File: src/design/ssr_pkg.sv
`timescale 1ns / 1ps
// ----------------------------------------------------------------------------
// ssr_pkg
// Shared types, widths and codes of the supersample resolve block.
// ----------------------------------------------------------------------------
package ssr_pkg;

   localparam int DEF_MAX_OUT_WIDTH = 2048;
   localparam int DEF_MAX_FACTOR    = 8;

   localparam int DEPTH_W    = 32;
   localparam int COLOR_W    = 16;
   localparam int FACTOR_W   = 4;
   localparam int WIDTH_W    = 12;
   localparam int ALPHA_W    = 17;
   localparam int SUM_W      = 22;
   localparam int CNT_W      = 7;
   localparam int SC_W       = WIDTH_W + FACTOR_W;
   localparam int DEN_W      = 2 * FACTOR_W + 1;
   localparam int NUM_W      = 23;
   localparam int DIV_CNT_W  = 5;
   localparam int OUTCOL_W   = 11;
   localparam int MEM_W      = 3 * SUM_W + CNT_W;
   localparam int CSR_IDX_W  = 4;
   localparam int CSR_DATA_W = 32;

   localparam logic [ALPHA_W-1:0] ALPHA_ONE  = 17'h10000;
   localparam logic [DEPTH_W-1:0] FAR_LOW    = 32'h7F00_0000;
   localparam logic [DEPTH_W-1:0] FAR_HIGH   = 32'h7F80_0000;
   localparam logic [COLOR_W-1:0] COLOR_ONE  = 16'h8000;

   typedef logic [CSR_IDX_W-1:0] csr_idx_type;
   localparam csr_idx_type CSR_FACTOR       = 4'd0;
   localparam csr_idx_type CSR_OUT_WIDTH    = 4'd1;
   localparam csr_idx_type CSR_GLOBAL_ALPHA = 4'd2;
   localparam csr_idx_type CSR_TARGET_MODE  = 4'd3;

   typedef enum logic [3:0] {
      ST_CLEAR,
      ST_IDLE,
      ST_POS_START,
      ST_POS_WAIT,
      ST_READ,
      ST_RMW,
      ST_RES_PREP,
      ST_RES_START,
      ST_RES_WAIT,
      ST_MUL,
      ST_OUT
   } state_type;

   typedef struct packed {
      logic clear_step;
      logic accept;
      logic pos_start;
      logic pos_load;
      logic mem_read;
      logic rmw;
      logic res_prep;
      logic res_start;
      logic mul;
      logic out_load;
   } cmd_type;

   typedef struct packed {
      logic clear_done;
      logic pos_dirty;
      logic div_idle;
      logic last_sample;
      logic rsp_free;
   } status_type;

   typedef struct packed {
      logic [DEPTH_W-1:0] depth_bits;
      logic [COLOR_W-1:0] sample_red;
      logic [COLOR_W-1:0] sample_green;
      logic [COLOR_W-1:0] sample_blue;
      logic [COLOR_W-1:0] target_red;
      logic [COLOR_W-1:0] target_green;
      logic [COLOR_W-1:0] target_blue;
   } req_data_type;

   typedef struct packed {
      logic [COLOR_W-1:0]  out_red;
      logic [COLOR_W-1:0]  out_green;
      logic [COLOR_W-1:0]  out_blue;
      logic [OUTCOL_W-1:0] out_column;
      logic                row_end;
   } rsp_data_type;

endpackage

File: src/design/ssr_ctrl.sv
`timescale 1ns / 1ps
// ----------------------------------------------------------------------------
// ssr_ctrl
// Sequencer: memory clear, position recompute, accumulate, resolve, output.
// ----------------------------------------------------------------------------
module ssr_ctrl import ssr_pkg::*; (
   input  logic       clock,
   input  logic       reset,
   input  logic       req_valid,
   output logic       req_ready,
   input  status_type status,
   output cmd_type    cmd
);

   state_type state_ff;
   state_type state_in;

   always_ff @(posedge clock) begin
      if (reset) begin
         state_ff <= ST_CLEAR;
      end else begin
         state_ff <= state_in;
      end
   end

   always_comb begin
      state_in = state_ff;
      case (state_ff)
         ST_CLEAR: begin
            if (status.clear_done) state_in = ST_IDLE;
         end
         ST_IDLE: begin
            if (req_valid) state_in = status.pos_dirty ? ST_POS_START : ST_READ;
         end
         ST_POS_START: state_in = ST_POS_WAIT;
         ST_POS_WAIT: begin
            if (status.div_idle) state_in = ST_READ;
         end
         ST_READ: state_in = ST_RMW;
         ST_RMW: state_in = status.last_sample ? ST_RES_PREP : ST_IDLE;
         ST_RES_PREP: state_in = ST_RES_START;
         ST_RES_START: state_in = ST_RES_WAIT;
         ST_RES_WAIT: begin
            if (status.div_idle) state_in = ST_MUL;
         end
         ST_MUL: state_in = ST_OUT;
         ST_OUT: begin
            if (status.rsp_free) state_in = ST_IDLE;
         end
         default: state_in = ST_CLEAR;
      endcase
   end

   always_comb begin
      cmd       = '0;
      req_ready = 1'b0;
      case (state_ff)
         ST_CLEAR: cmd.clear_step = 1'b1;
         ST_IDLE: begin
            req_ready  = 1'b1;
            cmd.accept = req_valid;
         end
         ST_POS_START: cmd.pos_start = 1'b1;
         ST_POS_WAIT: cmd.pos_load = status.div_idle;
         ST_READ: cmd.mem_read = 1'b1;
         ST_RMW: cmd.rmw = 1'b1;
         ST_RES_PREP: cmd.res_prep = 1'b1;
         ST_RES_START: cmd.res_start = 1'b1;
         ST_RES_WAIT: cmd = '0;
         ST_MUL: cmd.mul = 1'b1;
         ST_OUT: cmd.out_load = status.rsp_free;
         default: cmd = '0;
      endcase
   end

endmodule

File: config.mk
export PLATFORM = sky130hd
export DESIGN_NAME = ssr_ctrl
export DESIGN_NICKNAME = d
export VERILOG_FILES = /design/src/design/ssr_pkg.sv /design/src/design/ssr_ctrl.sv
export SDC_FILE = /design/constraint.sdc
export NUM_CORES = 1
export LEC_CHECK = 0
export BUFFER_PORTS_ARGS = -buffer_cell sky130_fd_sc_hd__buf_4
export CAP_MARGIN = 40
export CORE_AREA = 2 2 39 41
export DETAILED_ROUTE_END_ITERATION = 10
export DIE_AREA = 0 0 41 43
export GPL_TIMING_DRIVEN = 0
export PLACE_DENSITY = 0.61
export SLEW_MARGIN = 40
export SYNTH_ARGS = -nofsm -noshare
export SYNTH_HDL_FRONTEND = slang
export SYNTH_SLANG_ARGS = --single-unit
File: constraint.sdc
create_clock -name clock -period 1.4 [get_ports clock]
set_input_delay 0.28 -clock clock [delete_from_list [all_inputs] [get_ports clock]]
set_output_delay 0.28 -clock clock [all_outputs]
set_load 0.02 [all_outputs]
==> metrics.log, run 1 <==
INFO  metric status = finished with violations
INFO  metric violations = negative setup slack
INFO  metric cpLargestDelayFamily = flip-flops
INFO  metric synth_sequential_area_ratio = 19.7%
INFO  metric place.gp.congestion = between 0.7 and 0.8
INFO  metric maximum_number_of_pins_on_one_net_before_global_route_repair = 11
INFO  metric antenna_cells = 0
INFO  metric floorplan.core_area = 1380 um2
INFO  metric dpl.hpwl = around 840 um
INFO  metric io_buffer_count = 18
INFO  metric largest_register_ffs = 4
INFO  metric routed-via-count = ~550
INFO  metric die_height = ~43 um
INFO  metric post-layout-total-power = roughly 1200 uW
INFO  metric layout_min_cycle_time = roughly 1400 ps
INFO  metric synth_largest_area_cell = dfxtp_1
INFO  metric setup.worst_path.end_class = output port
INFO  metric grt_pass1_vias = just over 500
INFO  metric cp_slowest_stage_delay = 350 ps
INFO  metric syn_nets = 65
INFO  metric peakVddDrop = between 0.8 and 0.9 mV
INFO  metric filler_cell_count = between 100 and 150
INFO  metric worstPathCellList = buf_8 -> nor4_2 -> buf_4
INFO  metric area_delta_synth_final = 99.7%
INFO  metric p_leak = 0.000351 uW
INFO  metric grt.total_usage = 18.5%
INFO  metric layout_skew = 8.28 ps
INFO  metric numClockSinks = 4
INFO  metric h_tree_depth = 1
INFO  metric clock_insertion_delay_worst_skew = 230 ps
INFO  metric synthDistinctLibCells = 23
INFO  metric synth.top_cells.by_area = dfxtp_1 (20%), nor3_1 (9.8%), nand2b_1 (6.2%)
INFO  metric most_used_standard_cell_by_instance_count_after_synthesis = nor3_1
INFO  metric critical_path_buf_inv_count = 2
INFO  metric main_synth_ff_type = dfxtp_1
INFO  metric biggestRegsByFlops = state_ff: 4 flops
INFO  metric initial_core_util = between 20% and 30%
INFO  metric worst-slew-pin-transition = approximately 230 ps
INFO  metric synth.cells.most_frequent = nor3_1 (8), nand2_1 (5)
INFO  metric io_pins = 19
INFO  metric syn_avg_cell_area = about 7.1 um2
INFO  metric smallest_hold_slack = 235 ps
INFO  metric die_w = 41 um
INFO  metric cts_max_path_buffers = 2
INFO  metric grt_antenna_before_repair = 0
INFO  metric cp-start-kind = flop
INFO  metric synth-edff-count = 0
INFO  metric timing.critical_path.slowest_stage_cell = dfxtp_4
INFO  metric dpl-instance-area = around 570 um2
INFO  metric final_layout_net_count = just under 100
INFO  metric cts-hold-fix-buffers = 0
INFO  metric drive_gt1_share = approximately 68%
INFO  metric detail_route.wirelength = about 1600 um
INFO  metric post-route-drc-count = 0
INFO  metric ys.warnings.count = 0
INFO  metric vias_per_cell = 5.31
INFO  metric tritoncts.num_buffers = 3
INFO  metric max_slew_margin = a little over four fifths
INFO  metric grt_first_pass_wirelength = 2170 um
INFO  metric synth_largest_type_area_fraction = about a fifth
INFO  metric min_delay_path_class = primary input to flop
INFO  metric pwr_density_cell = approximately 1400 nW/um2
INFO  metric die_area = approximately 1800 um2
INFO  metric timing.final.setup_violations = 5
INFO  metric fin_setup_tns = -68.4 ps
INFO  metric synth-async-reset-ratio = 0%
INFO  metric gate_count_after_technology_mapping = 57
INFO  metric clk_root_buffer_cell = clkbuf_4
INFO  metric yosys_register_bits = 4
INFO  metric cp_arrival = approximately 1100 ps
INFO  metric drv.max_cap_violation_count = 0
INFO  metric drt_iter0_drc = 14
INFO  metric synthesis.area = ~410 um2
INFO  metric final_non_filler_cell_area = around 810 um2
INFO  metric wl_per_cell = 15.5 um
INFO  metric setup_ws = -23.5 ps
INFO  metric fmax = roughly 700 MHz
INFO  metric top_register = state_ff
INFO  metric critPathKind = flop to output port
INFO  metric finalMaxSlewViolations = 0
INFO  metric critical_path_rt = 1120 ps
INFO  metric cts_tree = yes
INFO  metric cts.clk_slew.worst_paths = approximately 30 ps
INFO  metric grt.overflow.total = 0
INFO  metric worst-path-max-fanout = 8
INFO  metric ant_nets = 0
INFO  metric drtPass1Iterations = 4
INFO  metric final_min_period_over_clock_period = 102%
INFO  metric unrepaired_setup_endpoints_after_global_routing = yes
INFO  metric placementRows = 14
INFO  metric report.final.hold_viol_count = 0
cell type report:
type | count | area, um2 | area share [%]
flip-flops and latches | 4 | 92.6 | 11.4
well taps | 16 | 20.0 | 2.47
clock buffers | 3 | 22.5 | 2.77
inverters | 4 | 15.0 | 1.85
repair buffers | 27 | 225 | 27.7
multi-input cells | 45 | 384 | 47.3
plain buffers | 4 | 52.6 | 6.47
routing by layer:
metal / wire, um / up-vias / GRT usage (%)
li1: - / 264 / -
met1: 616 / 263 / 20.1
met2: 887 / 16 / 29.4
met3: 51 / 4 / 5.24
met4: 42 / 0 / 12.0
met5: 0 / - / 0
worst reg2reg max path: cells and delay by family, from the launching register on:
family | cells | cell delay, ps
flip-flops | 1 | 350
AO/OA/AOI/OAI | 2 | 320
AND/OR/NAND/NOR | 2 | 410
buffers and inverters | 1 | 150
report_power, final:
group / total, uW / switching, uW / leakage (uW) / internal [uW]
Sequential: 192 / 39.8 / 0.0000352 / 152
Combinational: 840 / 443 / 0.000302 / 398
Clock: 141 / 45.3 / 0.0000138 / 95.7
worst paths after layout:
check                                              start                        to  slack, ps  cells after the start
worst max-delay path            state_ff[1]$_SDFFE_PP0P_                    cmd[9]        -20                      3
worst min-delay path                               reset  state_ff[2]$_SDFFE_PP0P_        230                      2
worst min register to register  state_ff[0]$_SDFFE_PP0P_  state_ff[0]$_SDFFE_PP0P_        680                      3
worst max register to register  state_ff[3]$_SDFFE_PP0P_  state_ff[2]$_SDFFE_PP0P_         60                      5
what timing repair did:
action                     in CTS  in global routing
setup endpoints to repair      11                 13
buffers inserted                8                  1
resized for setup              23                 17
pin swaps                       2                  3
cloned                          0                  0
stage by stage:
step,setup slack (ps),utilization (%),std cells
finish,-23.5,58.7,103
global route,-69.9,58.7,103
CTS,-27.6,53.3,102
detailed placement,43.3,41.4,91
global placement,40.9,41.4,91
floorplan,-10.8,-,57
placed cells by master (no fill, tap or decap), types with 3 or more instances in the layout:
cell / count
nor3_2: 6
buf_4: 21
nand2b_4: 3
buf_6: 8
clkbuf_4: 3
nand2_1: 5
inv_1: 4
dfxtp_4: 3
o21ai_0: 3
logic make-up after synthesis:
family / after synthesis / share of synthesized area, %
flops: 4 / 19.7
simple gates: 30 / 41.8
buf+inv: 8 / 8.61
compound gates: 13 / 24.9
mux: 2 / 4.92
Note: power is estimated with default switching activity, not from simulation.
==> run 2, diff against run 1 <==
--- a/config.mk
+++ b/config.mk
@@ -11,7 +11,7 @@
 export DETAILED_ROUTE_END_ITERATION = 10
 export DIE_AREA = 0 0 41 43
 export GPL_TIMING_DRIVEN = 0
-export PLACE_DENSITY = 0.61
+export PLACE_DENSITY_LB_ADDON = 0.3
 export SLEW_MARGIN = 40
 export SYNTH_ARGS = -nofsm -noshare
 export SYNTH_HDL_FRONTEND = slang
==> run 2 against run 1 <==
Effect of this change: the flow still finishes with violations (negative setup slack); critical path depth unchanged; first-iteration DRC count decreased by 36%; sequential share of layout area increased by 0.14 points; clock power increased by 3%; routed wire length decreased by 8.5%; worst hold slack got worse by 13 ps; die area unchanged; utilization decreased by 0.72 points; count of clock-buffer cells in the layout unchanged; combinational power increased by 2.9%; largest cell class unchanged.
==> metrics.log, run 2 (same netlist as run 1, synthesis figures left out) <==
INFO  metric post-route-drc-count = 0
INFO  metric max_slew_margin = between 80% and 90%
INFO  metric place.gp.congestion = about 0.82
INFO  metric critPathLaunch = state_ff[3]$_SDFFE_PP0P_
INFO  metric die_area = around 1800 um2
INFO  metric worst-path-max-fanout = 4
INFO  metric unrepaired_setup_endpoints_after_global_routing = yes
INFO  metric cts.clk_slew.worst_paths = roughly 40 ps
INFO  metric largest_register_ffs = 4
INFO  metric vias_per_cell = between 5 and 6
INFO  metric timing.critical_path.slowest_stage_cell = dfxtp_4
INFO  metric fmax = 703 MHz
INFO  metric report.final.hold_viol_count = 0
INFO  metric smallest_hold_slack = ~220 ps
INFO  metric grt.total_usage = 15.4%
INFO  metric drtPass1Iterations = 4
INFO  metric worstReg2RegStart = state_ff[1]$_SDFFE_PP0P_
INFO  metric cp_arrival = approximately 1100 ps
INFO  metric numClockSinks = 4
INFO  metric io_pins = 19
INFO  metric setup_ws = -23.2 ps
INFO  metric hold_start = reset
INFO  metric dpl.hpwl = 847 um
INFO  metric die_w = between 40 and 50 um
INFO  metric area_delta_synth_final = 97.2%
INFO  metric peakVddDrop = 0.823 mV
INFO  metric layout_skew = 7.70 ps
INFO  metric critical_path_buf_inv_count = 1
INFO  metric dpl-instance-area = 573 um2
INFO  metric cp_slowest_stage_delay = approximately 350 ps
INFO  metric clock_insertion_delay_worst_skew = 240 ps
INFO  metric routed-via-count = ~540
INFO  metric final_layout_net_count = between 90 and 100
INFO  metric drt_iter0_drc = 9
INFO  metric antenna_cells = 0
INFO  metric placementRows = 14
INFO  metric cp-start-kind = flop
INFO  metric filler_cell_count = between 100 and 150
INFO  metric ff_latch_area = 92.6 um2
INFO  metric drv.max_cap_violation_count = 0
INFO  metric status = finished with violations
INFO  metric grt_first_pass_wirelength = approximately 1800 um
INFO  metric drive_gt1_share = 67.8%
INFO  metric timing.final.setup_violations = 5
INFO  metric layout_common_cells = buf_4 (22), buf_6 (7), nor3_2 (6)
INFO  metric initial_core_util = between 20% and 30%
INFO  metric worstPathCellList = nand2b_4 -> nor3_2 -> buf_4
INFO  metric post-layout-total-power = 1200 uW
INFO  metric layout_min_cycle_time = around 1400 ps
INFO  metric final_non_filler_cell_area = between 800 and 900 um2
INFO  metric final_core_util = 58.0%
INFO  metric p_leak = 0.000356 uW
INFO  metric finalMaxSlewViolations = 0
INFO  metric cts_max_path_buffers = 2
INFO  metric h_tree_depth = 1
INFO  metric worst-slew-pin-transition = 244 ps
INFO  metric cpLargestDelayFamily = simple AND/OR/NAND/NOR gates
INFO  metric critical_path_rt = roughly 1100 ps
INFO  metric setup.worst_path.end_class = output port
INFO  metric floorplan.core_area = ~1400 um2
INFO  metric pwr_density_cell = between 1000 and 1500 nW/um2
INFO  metric critPathKind = flop to output port
INFO  metric layout_commonest_cell = buf_4
INFO  metric min_delay_path_class = primary input to flop
INFO  metric biggestRegsByFlops = state_ff: 4 flops
INFO  metric clk_root_buffer_cell = clkbuf_4
INFO  metric grt.overflow.total = 0
INFO  metric io_buffer_count = 18
INFO  metric detail_route.wirelength = roughly 1500 um
INFO  metric wl_per_cell = 14.2 um
INFO  metric violations = negative setup slack
INFO  metric tritoncts.num_buffers = 3
INFO  metric final_min_period_over_clock_period = 102%
INFO  metric ant_nets = 0
INFO  metric maximum_number_of_pins_on_one_net_before_global_route_repair = 11
INFO  metric multiInputGateArea = between 300 and 400 um2
INFO  metric grt_antenna_before_repair = 0
INFO  metric detailedPlace.worstSlack = roughly 75 ps
INFO  metric timing.reg2reg.setup_slack = ~80 ps
INFO  metric top_register = state_ff
INFO  metric cts_tree = yes
INFO  metric die_height = around 43 um
INFO  metric grt_pass1_vias = around 450
## run 2: cell counts in the layout (fill, tap and decap cells not counted)
No cell type changed its count.
## run 2: power breakdown
group | total [uW] | switching, uW | leakage, uW | internal [uW]
clock | 145 | 48.9 | 0.0000138 | 95.9
combinational | 864 | 452 | 0.000307 | 413
sequential | 190 | 38.4 | 0.0000352 | 152
## run 2: final cells by class
class | count | area share [%]
flip-flops and latches | 4 | 11.5
inverters | 4 | 1.87
clock buffers | 3 | 2.81
repair buffers | 27 | 26.8
well taps | 16 | 2.50
plain buffers | 4 | 6.08
multi-input cells | 45 | 48.4
## run 2: worst paths after layout
| path | end | depth (start not counted) |
|---|---|---|
| worst max-delay path | req_ready | 3 |
| worst max register to register | state_ff[1]$_SDFFE_PP0P_ | 5 |
| worst min register to register | state_ff[0]$_SDFFE_PP0P_ | 3 |
| worst min-delay path | state_ff[2]$_SDFFE_PP0P_ | 2 |
## run 2: worst reg2reg max path, cell delays in order (launching register included)
cell and delay [ps]:
dfxtp_4 350, buf_4 160, nor3_4 180, o21ai_2 80
a31oi_4 240, mux2i_1 230
## run 2: repair_timing
item                       4_1_cts  5_1_grt
buffers inserted                 7        1
pin swaps                        2        3
hold buffers                     0        0
setup endpoints to repair       11       13
gates resized for setup         21       17
cloned                           1        0
## run 2: per-layer routing
layer,GRT usage (%),part of all wire (%),up-vias
li1,-,-,262
met1,18.6,43,248
met2,25.0,50,21
met3,6.28,4.9,4
met4,2.00,2.7,0
met5,0,0,-
## run 2: metrics by stage
stage / cells / TNS (ps)
floorplan: 57 / -21.5
global placement: 91 / 0
detailed placement: 91 / 0
CTS: 102 / -69.2
global route: 103 / -506
finish: 103 / -74.6
==> run 3, diff against run 2 <==
--- a/config.mk
+++ b/config.mk
@@ -11,6 +11,7 @@
 export DETAILED_ROUTE_END_ITERATION = 10
 export DIE_AREA = 0 0 41 43
 export GPL_TIMING_DRIVEN = 0
+export HOLD_SLACK_MARGIN = 0.03
 export PLACE_DENSITY_LB_ADDON = 0.3
 export SLEW_MARGIN = 40
 export SYNTH_ARGS = -nofsm -noshare
==> constraint.sdc (replaced) <==
create_clock -name clock -period 1.8 [get_ports clock]
set_input_delay 0.36 -clock clock [delete_from_list [all_inputs] [get_ports clock]]
set_output_delay 0.36 -clock clock [all_outputs]
set_load 0.02 [all_outputs]
==> run 3 against run 2 <==
Effect of this change: the run now ends clean; worst setup slack better by 150 ps; global-route usage fell by 0.40 points; sequential power decreased by 28%; utilization shrank 16 points; non-clock buffer count down 9; clock power decreased by 26%; flip-flop and latch count did not move; routed wire length fell by 23%; sequential share of layout area up 2.1 points; combinational power is 47% lower; cell area down 27%; largest cell class unchanged; largest power group unchanged; highest routed layer unchanged.
==> metrics.log, run 3 (same netlist as run 1, synthesis figures left out) <==
INFO  metric timing.final.setup_violations = 0
INFO  metric cp-start-kind = flop
INFO  metric maximum_number_of_pins_on_one_net_before_global_route_repair = 11
INFO  metric clock_power_share = between 10% and 20%
INFO  metric peakVddDrop = ~0.56 mV
INFO  metric drt_iter0_drc = 9
INFO  metric worst-slew-pin-transition = ~220 ps
INFO  metric final_core_util = between 40% and 50%
INFO  metric power_switching_share = a little under half
INFO  metric hold-path-cell-count = 2
INFO  metric worstPathCellList = buf_2 -> nand2b_1 -> nor3_1 -> buf_4
INFO  metric routed-via-count = 479
INFO  metric drv.max_cap_violation_count = 0
INFO  metric fmax = about 600 MHz
INFO  metric layout_min_cycle_time = about 1700 ps
INFO  metric drtPass1Iterations = 3
INFO  metric final_non_filler_cell_area = between 500 and 600 um2
INFO  metric post-layout-total-power = roughly 700 uW
INFO  metric cts_max_path_buffers = 2
INFO  metric cts-hold-fix-buffers = 0
INFO  metric die_height = 43 um
INFO  metric critPathKind = flop to output port
INFO  metric ant_nets = 0
INFO  metric die_area = around 1800 um2
INFO  metric vias_per_cell = about 5.1
INFO  metric status = finished, final reports clean
INFO  metric final_min_period_over_clock_period = a little over 90%
INFO  metric report.final.hold_viol_count = 0
INFO  metric pwr_density_cell = approximately 1200 nW/um2
INFO  metric cp_slowest_stage_delay = approximately 330 ps
INFO  metric grt.overflow.total = 0
INFO  metric worst-path-max-fanout = 10
INFO  metric grt.total_usage = approximately 15%
INFO  metric place.gp.congestion = a little under 0.8
INFO  metric grt_first_pass_wirelength = approximately 1800 um
INFO  metric timing.hold.worst_endpoint = state_ff[2]$_SDFFE_PP0P_
INFO  metric h_tree_depth = 1
INFO  metric critical_path_buf_inv_count = 2
INFO  metric area_delta_synth_final = 44.3%
INFO  metric critPathLaunch = state_ff[2]$_SDFFE_PP0P_
INFO  metric p_seq_share = 19.6%
INFO  metric initial_core_util = just under 30%
INFO  metric dpl.hpwl = between 800 and 900 um
INFO  metric io_buffer_count = 18
INFO  metric internal-power = 381 uW
INFO  metric io_pins = 19
INFO  metric largest_register_ffs = 4
INFO  metric layout_skew = approximately 2.2 ps
INFO  metric wl_per_cell = 11.9 um
INFO  metric fin_setup_tns = 0 ps
INFO  metric drive_gt1_share = between 30% and 40%
INFO  metric biggestRegsByFlops = state_ff: 4 flops
INFO  metric cts_tree = yes
INFO  metric rr_worst_depth = 4
INFO  metric tritoncts.num_buffers = 3
INFO  metric finalMaxSlewViolations = 0
INFO  metric layout_common_cells = buf_4 (18), nor3_1 (8), nand2_1 (5)
INFO  metric floorplan.core_area = 1380 um2
INFO  metric hold_start = reset
INFO  metric unrepaired_setup_endpoints_after_global_routing = no
INFO  metric placementRows = 14
INFO  metric antenna_cells = 0
INFO  metric setup.worst_path.end_class = output port
INFO  metric clk_root_buffer_cell = clkbuf_4
INFO  metric combPwrFrac = about two thirds
INFO  metric worstReg2RegStart = state_ff[3]$_SDFFE_PP0P_
INFO  metric die_w = about 41 um
INFO  metric p_leak = roughly 0.00027 uW
INFO  metric timing.reg2reg.setup_slack = ~550 ps
INFO  metric critical_path_rt = about 1400 ps
INFO  metric grt_pass1_vias = roughly 430
INFO  metric timing.critical_path.slowest_stage_cell = dfxtp_1
INFO  metric rr_endpoint = state_ff[1]$_SDFFE_PP0P_
INFO  metric dpl-instance-area = roughly 560 um2
INFO  metric cp_arrival = roughly 1300 ps
INFO  metric clock_insertion_delay_worst_skew = roughly 230 ps
INFO  metric max_slew_margin = approximately 85%
INFO  metric top_register = state_ff
INFO  metric detail_route.wirelength = 1120 um
INFO  metric layout_commonest_cell = buf_4
INFO  metric switching_power = roughly 320 uW
INFO  metric grt_antenna_before_repair = 0
INFO  metric final_layout_net_count = 88
INFO  metric cts.clk_slew.worst_paths = about 30 ps
INFO  metric min_delay_path_class = primary input to flop
INFO  metric smallest_hold_slack = approximately 310 ps
INFO  metric cpLargestDelayFamily = buffers and inverters
INFO  metric filler_cell_count = around 160
INFO  metric numClockSinks = 4
INFO  metric post-route-drc-count = 0
[run 3: worst register-to-register path, stage by stage (launching register included)]
cell and delay [ps]:
dfxtp_1 430, and3b_1 210, o21ai_2 80, a31oi_4 260, mux2i_1 200
[run 3: layer usage]
layer	up-vias	track usage [%]	wire length [um]
li1	245	-	-
met1	225	21.2	540
met2	7	20.3	533
met3	2	3.14	40
met4	0	8.00	6
met5	-	0	0
[run 3: final cells by class]
type                    count  area [um2]  share of cell area, %
plain buffers               4        22.5                   3.84
well taps                  16        20.0                   3.41
repair buffers             18         135                   23.0
inverters                   4        15.0                   2.56
flip-flops and latches      4        80.1                   13.6
clock buffers               3        22.5                   3.84
multi-input cells          45         292                   49.7
[run 3: how the worst max path moves through the flow]
stage	cells after the start	slack, ps	end
floorplan	2	230	cmd[9]
global placement	4	370	cmd[0]
detailed placement	4	360	cmd[0]
CTS	4	110	cmd[0]
global route	4	10	cmd[0]
finish	4	130	cmd[0]
[run 3: power groups by stage]
stage	combinational, uW	clock [uW]	sequential, uW
3_5_place_dp	448	0	137
5_1_grt	495	120	139
4_1_cts	450	114	136
6_report	454	108	137
2_1_floorplan	320	0	130
3_3_place_gp	445	0	137
[run 3: repair_timing]
item | in CTS | in global routing
buffers inserted | 0 | 0
resized for setup | 0 | 1
endpoints found under the setup margin | 0 | 1
[run 3: metrics by stage]
step,cells,setup slack (ps)
floorplan,57,226
global placement,91,371
detailed placement,91,365
CTS,94,113
global route,94,12.4
finish,94,131
